<file path="src/hw/rtl/bop_pkg.sv">
package bop_pkg;

    localparam int RR_ENTRIES   = 256;
    localparam int BLOCK_BYTES  = 64;
    localparam int PAGE_BYTES   = 4096;
    localparam int OFFSET_COUNT = 52;

    localparam int LIST_LEN    = 52;
    localparam int ADDR_W      = 48;
    localparam int TAG_W       = 12;
    localparam int TAG_SHIFT   = 8;
    localparam int SCORE_W     = 6;
    localparam int ROUND_W     = 9;
    localparam int CFG_W       = 8;
    localparam int CFG_IDX_W   = 2;
    localparam int OFF_W       = 9;

    localparam int RR_AW       = $clog2(RR_ENTRIES);
    localparam int BLOCK_SHIFT = $clog2(BLOCK_BYTES);
    localparam int PAGE_SHIFT  = $clog2(PAGE_BYTES);
    localparam int SCORE_AW    = (OFFSET_COUNT > 1) ? $clog2(OFFSET_COUNT) : 1;
    localparam int CNT_W       = $clog2(OFFSET_COUNT + 1);

    localparam logic [SCORE_W-1:0] SCORE_TOP = {SCORE_W{1'b1}};

    localparam logic ACT_ACCESS = 1'b0;
    localparam logic ACT_FILL   = 1'b1;

    localparam logic [CFG_IDX_W-1:0] CFG_SCORE_MAX = 2'd0;
    localparam logic [CFG_IDX_W-1:0] CFG_ROUND_MAX = 2'd1;
    localparam logic [CFG_IDX_W-1:0] CFG_BAD_SCORE = 2'd2;

    localparam logic [OFF_W-1:0] OFFSET_LIST [LIST_LEN] = '{
        9'd1,   9'd2,   9'd3,   9'd4,   9'd5,   9'd6,   9'd8,   9'd9,   9'd10,
        9'd12,  9'd15,  9'd16,  9'd18,  9'd20,  9'd24,  9'd25,  9'd27,  9'd30,
        9'd32,  9'd36,  9'd40,  9'd45,  9'd48,  9'd50,  9'd54,  9'd60,  9'd64,
        9'd72,  9'd75,  9'd80,  9'd81,  9'd90,  9'd96,  9'd100, 9'd108, 9'd120,
        9'd125, 9'd128, 9'd135, 9'd144, 9'd150, 9'd160, 9'd162, 9'd180, 9'd192,
        9'd200, 9'd216, 9'd225, 9'd240, 9'd243, 9'd250, 9'd256
    };

    typedef struct packed {
        logic              action;
        logic [ADDR_W-1:0] line_addr;
        logic              fill_was_prefetched;
    } req_t;

    typedef struct packed {
        logic              prefetch_valid;
        logic [ADDR_W-1:0] prefetch_addr;
    } rsp_t;

    typedef struct packed {
        logic                sub;
        logic                use_off;
        logic [SCORE_AW-1:0] off_idx;
    } alu_req_t;

    typedef struct packed {
        logic [ADDR_W-1:0] sum;
        logic [RR_AW-1:0]  rr_idx;
        logic [TAG_W-1:0]  tag;
        logic              same_page;
    } alu_rsp_t;

    function automatic logic [OFF_W-1:0] offset_blocks(input logic [SCORE_AW-1:0] i);
        logic [OFF_W-1:0] v;
        v = OFFSET_LIST[0];
        if (int'(i) < LIST_LEN)
        begin
            v = OFFSET_LIST[i];
        end
        return v;
    endfunction

endpackage

</file>
<file path="src/hw/rtl/bop_ram.sv">
module bop_ram #(
    parameter int WIDTH = 8,
    parameter int DEPTH = 16
) (
    input  logic                                      clk,
    input  logic                                      we,
    input  logic [((DEPTH > 1) ? $clog2(DEPTH) : 1)-1:0] waddr,
    input  logic [WIDTH-1:0]                          wdata,
    input  logic [((DEPTH > 1) ? $clog2(DEPTH) : 1)-1:0] raddr,
    output logic [WIDTH-1:0]                          rdata
);

    logic [WIDTH-1:0] mem [DEPTH];

    always_ff @(posedge clk)
    begin
        if (we)
        begin
            mem[waddr] <= wdata;
        end
        rdata <= mem[raddr];
    end

endmodule

</file>
<file path="src/hw/rtl/bop_alu.sv">
module bop_alu (
    input  logic [bop_pkg::ADDR_W-1:0] addr,
    input  bop_pkg::alu_req_t          req,
    output bop_pkg::alu_rsp_t          rsp
);

    logic [bop_pkg::ADDR_W-1:0] off_bytes;
    logic [bop_pkg::ADDR_W-1:0] sum;

    always_comb
    begin
        off_bytes = '0;
        if (req.use_off)
        begin
            off_bytes = bop_pkg::ADDR_W'(bop_pkg::offset_blocks(req.off_idx))
                        << bop_pkg::BLOCK_SHIFT;
        end
        sum = req.sub ? (addr - off_bytes) : (addr + off_bytes);

        rsp.sum       = sum;
        rsp.tag       = sum[bop_pkg::TAG_SHIFT +: bop_pkg::TAG_W];
        rsp.rr_idx    = sum[bop_pkg::RR_AW-1:0] ^ sum[bop_pkg::TAG_SHIFT +: bop_pkg::RR_AW];
        rsp.same_page = (sum[bop_pkg::ADDR_W-1:bop_pkg::PAGE_SHIFT]
                         == addr[bop_pkg::ADDR_W-1:bop_pkg::PAGE_SHIFT]);
    end

endmodule

</file>
<file path="src/hw/rtl/best_offset_prefetcher.sv">
// Channel   Dir  Handshake             Payload
// req       in   req_valid/req_ready   bop_pkg::req_t (action, line_addr, fill_was_prefetched)
// rsp       out  rsp_valid/rsp_ready   bop_pkg::rsp_t (prefetch_valid, prefetch_addr)
// cfg       in   cfg_we                cfg_idx, cfg_wdata
//
// From acceptance to the next acceptance, an access request makes one tag RAM lookup per
// offset through the shared address unit, pipelined one offset per cycle. An early win
// cuts the scan short. A fill passes through the fill and finish states without a scan.
// Reset is asynchronous; the recent-request table and the scores use valid bits, so no
// clearing pass is needed. req_ready is low while a request is in work. The result waits
// in the output register, and the next request is accepted meanwhile.
module best_offset_prefetcher (
    input  logic                           clk,
    input  logic                           rst_n,
    input  logic                           req_valid,
    output logic                           req_ready,
    input  bop_pkg::req_t                  req,
    output logic                           rsp_valid,
    input  logic                           rsp_ready,
    output bop_pkg::rsp_t                  rsp,
    input  logic                           cfg_we,
    input  logic [bop_pkg::CFG_IDX_W-1:0]  cfg_idx,
    input  logic [bop_pkg::CFG_W-1:0]      cfg_wdata
);

    typedef enum logic [3:0] {
        ST_IDLE = 4'b0001,
        ST_FILL = 4'b0010,
        ST_SCAN = 4'b0100,
        ST_FIN  = 4'b1000
    } state_t;

    localparam int SW  = bop_pkg::SCORE_W;
    localparam int SAW = bop_pkg::SCORE_AW;
    localparam int AW  = bop_pkg::ADDR_W;

    state_t state_reg, state_next;

    logic [SW-1:0]                    score_max_reg;
    logic [bop_pkg::CFG_W-1:0]        round_max_reg;
    logic [SW-1:0]                    bad_score_reg;

    logic [AW-1:0]                    addr_reg, addr_next;
    logic                             fpf_reg, fpf_next;
    logic                             is_access_reg, is_access_next;
    logic [bop_pkg::ROUND_W-1:0]      round_count_reg, round_count_next;
    logic [SAW-1:0]                   best_index_reg, best_index_next;
    logic                             prefetch_on_reg, prefetch_on_next;

    logic [bop_pkg::CNT_W-1:0]        iss_idx_reg, iss_idx_next;
    logic                             chk_valid_reg, chk_valid_next;
    logic [SAW-1:0]                   chk_idx_reg, chk_idx_next;
    logic [bop_pkg::TAG_W-1:0]        chk_tag_reg, chk_tag_next;
    logic [bop_pkg::RR_AW-1:0]        chk_rr_reg, chk_rr_next;
    logic [SW-1:0]                    top_reg, top_next;
    logic [SAW-1:0]                   win_reg, win_next;

    logic [bop_pkg::RR_ENTRIES-1:0]   tag_vld_reg;
    logic [bop_pkg::OFFSET_COUNT-1:0] score_vld_reg;

    logic                             rsp_valid_reg, rsp_valid_next;
    bop_pkg::rsp_t                    rsp_reg, rsp_next;

    bop_pkg::alu_req_t                alu_req;
    bop_pkg::alu_rsp_t                alu_rsp;

    logic                             tag_we;
    logic [bop_pkg::TAG_W-1:0]        tag_rdata;
    logic                             score_we;
    logic [SW-1:0]                    score_rdata;
    logic [SW-1:0]                    new_score;

    logic                             accept;
    logic                             clear_scores;
    logic                             out_free;
    logic                             hit;
    logic [bop_pkg::TAG_W-1:0]        stored_tag;
    logic [SW-1:0]                    cur_score;
    logic                             issue_on;
    logic [bop_pkg::ROUND_W-1:0]      round_inc;
    logic [SW-1:0]                    top_cand;
    logic [SAW-1:0]                   win_cand;

    assign req_ready = (state_reg == ST_IDLE);
    assign accept    = req_valid && req_ready;
    assign out_free  = !rsp_valid_reg || rsp_ready;
    assign rsp_valid = rsp_valid_reg;
    assign rsp       = rsp_reg;
    assign clear_scores = accept && (req.action == bop_pkg::ACT_ACCESS)
                          && (round_count_reg == '0);

    bop_alu u_alu (
        .addr (addr_reg),
        .req  (alu_req),
        .rsp  (alu_rsp)
    );

    bop_ram #(
        .WIDTH (bop_pkg::TAG_W),
        .DEPTH (bop_pkg::RR_ENTRIES)
    ) u_tag_ram (
        .clk   (clk),
        .we    (tag_we),
        .waddr (alu_rsp.rr_idx),
        .wdata (alu_rsp.tag),
        .raddr (alu_rsp.rr_idx),
        .rdata (tag_rdata)
    );

    bop_ram #(
        .WIDTH (SW),
        .DEPTH (bop_pkg::OFFSET_COUNT)
    ) u_score_ram (
        .clk   (clk),
        .we    (score_we),
        .waddr (chk_idx_reg),
        .wdata (new_score),
        .raddr (iss_idx_reg[SAW-1:0]),
        .rdata (score_rdata)
    );

    // Shared address unit: base address while scanning or filling, prefetch address at the end.
    always_comb
    begin
        alu_req = '{sub: 1'b0, use_off: 1'b1, off_idx: best_index_reg};
        unique case (state_reg)
            ST_FILL:
            begin
                alu_req = '{sub: 1'b1, use_off: prefetch_on_reg, off_idx: best_index_reg};
            end
            ST_SCAN:
            begin
                alu_req = '{sub: 1'b1, use_off: 1'b1, off_idx: iss_idx_reg[SAW-1:0]};
            end
            ST_IDLE, ST_FIN:
            begin
                alu_req = '{sub: 1'b0, use_off: 1'b1, off_idx: best_index_reg};
            end
            default:
            begin
                alu_req = '{sub: 1'b0, use_off: 1'b1, off_idx: best_index_reg};
            end
        endcase
    end

    // Entries never written read as zero.
    assign stored_tag = tag_vld_reg[chk_rr_reg] ? tag_rdata : '0;
    assign cur_score  = score_vld_reg[chk_idx_reg] ? score_rdata : '0;
    assign hit        = (stored_tag == chk_tag_reg);
    assign new_score  = (hit && (cur_score != bop_pkg::SCORE_TOP)) ? cur_score + SW'(1)
                                                                      : cur_score;
    assign score_we   = (state_reg == ST_SCAN) && chk_valid_reg && hit;
    assign tag_we     = (state_reg == ST_FILL)
                        && (!prefetch_on_reg || (fpf_reg && alu_rsp.same_page));
    assign issue_on   = (iss_idx_reg < bop_pkg::CNT_W'(bop_pkg::OFFSET_COUNT));
    assign round_inc  = round_count_reg + bop_pkg::ROUND_W'(1);

    always_comb
    begin
        top_cand = top_reg;
        win_cand = win_reg;
        if (new_score > top_reg)
        begin
            top_cand = new_score;
            win_cand = chk_idx_reg;
        end
    end

    always_comb
    begin
        state_next       = state_reg;
        addr_next        = addr_reg;
        fpf_next         = fpf_reg;
        is_access_next   = is_access_reg;
        round_count_next = round_count_reg;
        best_index_next  = best_index_reg;
        prefetch_on_next = prefetch_on_reg;
        iss_idx_next     = iss_idx_reg;
        chk_valid_next   = 1'b0;
        chk_idx_next     = chk_idx_reg;
        chk_tag_next     = chk_tag_reg;
        chk_rr_next      = chk_rr_reg;
        top_next         = top_reg;
        win_next         = win_reg;
        rsp_valid_next   = rsp_valid_reg && !rsp_ready;
        rsp_next         = rsp_reg;

        unique case (state_reg)
            ST_IDLE:
            begin
                if (accept)
                begin
                    addr_next      = req.line_addr;
                    fpf_next       = req.fill_was_prefetched;
                    is_access_next = (req.action == bop_pkg::ACT_ACCESS);
                    iss_idx_next   = '0;
                    top_next       = '0;
                    win_next       = '0;
                    state_next     = (req.action == bop_pkg::ACT_FILL) ? ST_FILL : ST_SCAN;
                end
            end
            ST_FILL:
            begin
                state_next = ST_FIN;
            end
            ST_SCAN:
            begin
                if (issue_on)
                begin
                    chk_valid_next = 1'b1;
                    chk_idx_next   = iss_idx_reg[SAW-1:0];
                    chk_tag_next   = alu_rsp.tag;
                    chk_rr_next    = alu_rsp.rr_idx;
                    iss_idx_next   = iss_idx_reg + bop_pkg::CNT_W'(1);
                end
                if (chk_valid_reg)
                begin
                    top_next = top_cand;
                    win_next = win_cand;
                    if (hit && (new_score >= score_max_reg))
                    begin
                        // Early win: the round ends here and the next access starts afresh.
                        best_index_next  = chk_idx_reg;
                        prefetch_on_next = (new_score > bad_score_reg);
                        round_count_next = '0;
                        chk_valid_next   = 1'b0;
                        state_next       = ST_FIN;
                    end
                    else if (chk_idx_reg == SAW'(bop_pkg::OFFSET_COUNT - 1))
                    begin
                        if (round_inc > bop_pkg::ROUND_W'(round_max_reg))
                        begin
                            round_count_next = '0;
                            best_index_next  = win_cand;
                            prefetch_on_next = (top_cand > bad_score_reg);
                        end
                        else
                        begin
                            round_count_next = round_inc;
                        end
                        chk_valid_next = 1'b0;
                        state_next     = ST_FIN;
                    end
                end
            end
            ST_FIN:
            begin
                if (out_free)
                begin
                    rsp_valid_next = 1'b1;
                    rsp_next       = '0;
                    if (is_access_reg && prefetch_on_reg)
                    begin
                        rsp_next.prefetch_valid = 1'b1;
                        rsp_next.prefetch_addr  = alu_rsp.sum;
                    end
                    state_next = ST_IDLE;
                end
            end
            default:
            begin
                state_next = ST_IDLE;
            end
        endcase
    end

    always_ff @(posedge clk or negedge rst_n)
    begin
        if (!rst_n)
        begin
            state_reg       <= ST_IDLE;
            score_max_reg   <= SW'(31);
            round_max_reg   <= bop_pkg::CFG_W'(100);
            bad_score_reg   <= SW'(1);
            round_count_reg <= '0;
            best_index_reg  <= '0;
            prefetch_on_reg <= 1'b0;
            iss_idx_reg     <= '0;
            chk_valid_reg   <= 1'b0;
            rsp_valid_reg   <= 1'b0;
            tag_vld_reg     <= '0;
            score_vld_reg   <= '0;
        end
        else
        begin
            state_reg       <= state_next;
            round_count_reg <= round_count_next;
            best_index_reg  <= best_index_next;
            prefetch_on_reg <= prefetch_on_next;
            iss_idx_reg     <= iss_idx_next;
            chk_valid_reg   <= chk_valid_next;
            rsp_valid_reg   <= rsp_valid_next;
            if (cfg_we)
            begin
                if (cfg_idx == bop_pkg::CFG_SCORE_MAX)
                begin
                    score_max_reg <= cfg_wdata[SW-1:0];
                end
                else if (cfg_idx == bop_pkg::CFG_ROUND_MAX)
                begin
                    round_max_reg <= cfg_wdata;
                end
                else if (cfg_idx == bop_pkg::CFG_BAD_SCORE)
                begin
                    bad_score_reg <= cfg_wdata[SW-1:0];
                end
            end
            if (tag_we)
            begin
                tag_vld_reg[alu_rsp.rr_idx] <= 1'b1;
            end
            if (clear_scores)
            begin
                score_vld_reg <= '0;
            end
            else if (score_we)
            begin
                score_vld_reg[chk_idx_reg] <= 1'b1;
            end
        end
    end

    always_ff @(posedge clk)
    begin
        addr_reg      <= addr_next;
        fpf_reg       <= fpf_next;
        is_access_reg <= is_access_next;
        chk_idx_reg   <= chk_idx_next;
        chk_tag_reg   <= chk_tag_next;
        chk_rr_reg    <= chk_rr_next;
        top_reg       <= top_next;
        win_reg       <= win_next;
        rsp_reg       <= rsp_next;
    end

    a_no_addr_without_prefetch: assert property (@(posedge clk) disable iff (!rst_n)
        (rsp_valid_reg && !rsp_reg.prefetch_valid) |-> (rsp_reg.prefetch_addr == '0))
        else $error("prefetch address not zero on a result without prefetch");

    a_no_tag_write_in_scan: assert property (@(posedge clk) disable iff (!rst_n)
        (state_reg == ST_SCAN) |-> !tag_we)
        else $error("recent-request table written during an offset scan");

    a_score_write_only_in_scan: assert property (@(posedge clk) disable iff (!rst_n)
        score_we |-> (chk_idx_reg != iss_idx_reg[SAW-1:0]) || !issue_on)
        else $error("score read and write collide on one entry");

    a_round_start_clears: assert property (@(posedge clk) disable iff (!rst_n)
        clear_scores |=> (score_vld_reg == '0))
        else $error("scores not cleared at the start of a round");

endmodule

</file>
<file path="config.mk">
export PLATFORM = sky130hd
export DESIGN_NAME = best_offset_prefetcher
export DESIGN_NICKNAME = d
export VERILOG_FILES = /design/src/hw/rtl/bop_pkg.sv /design/src/hw/rtl/bop_ram.sv /design/src/hw/rtl/bop_alu.sv /design/src/hw/rtl/best_offset_prefetcher.sv
export SDC_FILE = /design/constraint.sdc
export NUM_CORES = 2
export LEC_CHECK = 0
export BUFFER_PORTS_ARGS = -buffer_cell sky130_fd_sc_hd__clkbuf_2
export CAP_MARGIN = 20
export CORE_MARGIN = 2
export CORE_UTILIZATION = 40
export DETAILED_ROUTE_END_ITERATION = 12
export PLACE_DENSITY = 0.66
export SYNTH_ARGS = -nofsm -noshare
export SYNTH_HDL_FRONTEND = slang
export SYNTH_HIERARCHICAL = 1
export SYNTH_SLANG_ARGS = --single-unit
</file>
<file path="constraint.sdc">
create_clock -name clk -period 26.5 [get_ports clk]
set_clock_uncertainty 0.2 [all_clocks]
set_input_delay 1.325 -clock clk [delete_from_list [all_inputs] [get_ports clk]]
set_output_delay 1.325 -clock clk [all_outputs]
set_load 0.02 [all_outputs]
</file>
==> impl_metrics.tcl <==
set metrics [dict create \
    hpwl_um 248000 \
    ys_seq_area_frac 0.730 \
    holdWs_ns 0.211 \
    end_kind "flip-flop" \
    numCtsBuffers 390 \
    wl_per_cell_um 28.3 \
    h-tree-depth 5 \
    routed_via_density 5.96 \
    required_ns 26.88 \
    clkTransAtPathRegs_ns 0.06 \
    fin_tns_setup_ns 0 \
    fmax_mhz 81.6 \
    finalHoldViolCount 0 \
    ys_seq_elements 3895 \
    yosys.area.top_type "edfxtp_1" \
    cts_root_buf "clkbuf_16" \
    ys_async_sr_fraction 0.0914 \
    remaining_drc_errors 0 \
    post_cts_resized 0 \
    areaGrowthSynthToFinish_pct 13.3 \
    track_usage 0.198 \
    startpoint_type "flip-flop" \
    critPathBufInv 6 \
    drt-total-wl_um 405000 \
    cp.arrival_ns 12.63 \
    setup_viol 0 \
    post_cts_buffers 0 \
    drtAntennaViolNets 0 \
    syn_inst 8414 \
    synth.area.top_cells "edfxtp_1 67%, mux4_2 11%, dfrtp_1 5.5%" \
    portBuffers 115 \
    grt_pass1_wl_um 588000 \
    clock_path_buffers 4 \
    max-slew-margin-rel 0.138 \
    hold_class "in2async" \
    antenna_found_initial 18 \
    min_period_ns 12.26 \
    synth_top_area_frac 0.671 \
    max_slew.worst_pin.slew_ns 1.29 \
    slew_viol_final 0 \
    path_class "reg2reg" \
    gr-total-overflow 0 \
    start_util 0.402 \
    rr_worst_depth 36 \
    dieArea_mm2 0.399 \
    cp.depth 36 \
    rows 230 \
    largest_reg_flops 3072 \
    die_w_um 632 \
    drt-initial-drc-count 11141 \
    yosysMostFrequentCell "edfxtp_1" \
    first_pass_iters 6 \
    cts_tree "done" \
    final_core_util 0.455 \
    max_cap_viol_count 0 \
    ys_warn_count 6 \
    syn_avg_cell_area_um2 18.7 \
    rsz0062_at_grt "false" \
    num_vias 85505 \
    nets 8961 \
    coreArea_mm2 0.392 \
    grt_max_degree 193 \
    synth_edf_count 3521 \
    max_stage_delay_ns 1.05 \
    hold_buffers 0 \
    syn-cell-area_mm2 0.158 \
    period_share 0.462 \
    cp_slowest_cell "nand4_1" \
    status "complete, no violations" \
    critical_path.max_fanout 91 \
    synth_ff_type "edfxtp_1" \
    drive_above_1_share 0.226 \
    synth_cell_types 110 \
    syn_nets 8570 \
    reg2reg_from "state_reg[3]" \
    pin_count 116 \
    critPathTopFamily "simple AND/OR/NAND/NOR gates" \
    cts_sinks 3895 \
    crit_path_start "state_reg[3]" \
    grt_pass1_vias 84305 \
    synth_common_cells "3,521 x edfxtp_1, 763 x mux4_2, 487 x nor2_1" \
    gp_congestion 0.887 \
    dieHeight_um 632 \
    clock_latency_ns 0.98 \
]
-- path summary, 6_finish.rpt --
check	end	slack, ns
max	u_tag_ram/mem[103][3]	14.24
max in group asynchronous	tag_vld_reg[156]	24.09
min in group clk	tag_vld_reg[239]	0.24
min	round_max_reg[3]	0.21
max reg2reg	u_tag_ram/mem[103][3]	14.24
min reg2reg	tag_vld_reg[239]	0.24
-- per-layer routing --
metal  vias up  global-route usage  part of all wire
li1      35192                   -                 -
met1     45069               0.276              0.40
met2      4480               0.312              0.47
met3       756              0.0406             0.095
met4         8              0.0644             0.035
met5         -            0.000483          0.000099
-- per-stage QoR --
step	std cells	setup slack, ns	instance area (um^2)
after detailed placement	13546	14.29	165000
after global routing	14340	13.65	178000
after CTS	14252	14.28	178000
after floorplan	8414	6.41	158000
after global placement	13463	14.12	164000
final	14345	14.24	178000
-- cell usage in the layout, fill, tap and decap left out, drive strengths merged, types with 91 or more instances in the layout --
| master | instances |
|---|---|
| a21oi | 209 |
| nand2 | 220 |
| ha | 91 |
| a22oi | 233 |
| mux2i | 257 |
| clkinv | 163 |
| buf | 419 |
| dfrtp | 346 |
| clkbuf | 586 |
| o21ai | 107 |
| mux4 | 779 |
| a21o | 215 |
| edfxtp | 3521 |
| nor2 | 488 |
| o22ai | 115 |
-- worst reg2reg max path, delay by kind of cell, from the launching register on --
family	cells	cell delay, ns
and+or+nand+nor	15	4.99
AOI/OAI and AO/OA	10	2.14
buffers and inverters	6	2.40
adders and majority gates	2	0.88
xor gates and xnor gates	2	0.34
muxes	1	0.49
DFF	1	0.43
-- final cells by class --
cell class                 count  area [um^2]
fill                       32607       214000
sequential                  3895       115000
multi-input combinational   3918        39600
clock buffer                 469        10300
tap                         5220         6530
timing repair buffer         536         4190
clock inverter               237         2570
inverter                      64          240
antenna                        6         15.0
-- cell families (layout without fill, tap and decap cells) --
family                     after synthesis  after routing  share of synthesized area
xor gates and xnor gates               113            113                    0.00751
AOI/OAI and AO/OA                     1358           1358                     0.0620
DFF                                   3895           3895                      0.730
and+or+nand+nor                       1257           1257                     0.0388
adders and majority gates               91             91                    0.00723
muxes                                 1099           1099                      0.133
other                                    0              6                          0
buffers and inverters                  601           1306                     0.0217
Power is not shown: default switching activity piles up to over one toggle a cycle in this logic, so the estimate is an artifact.
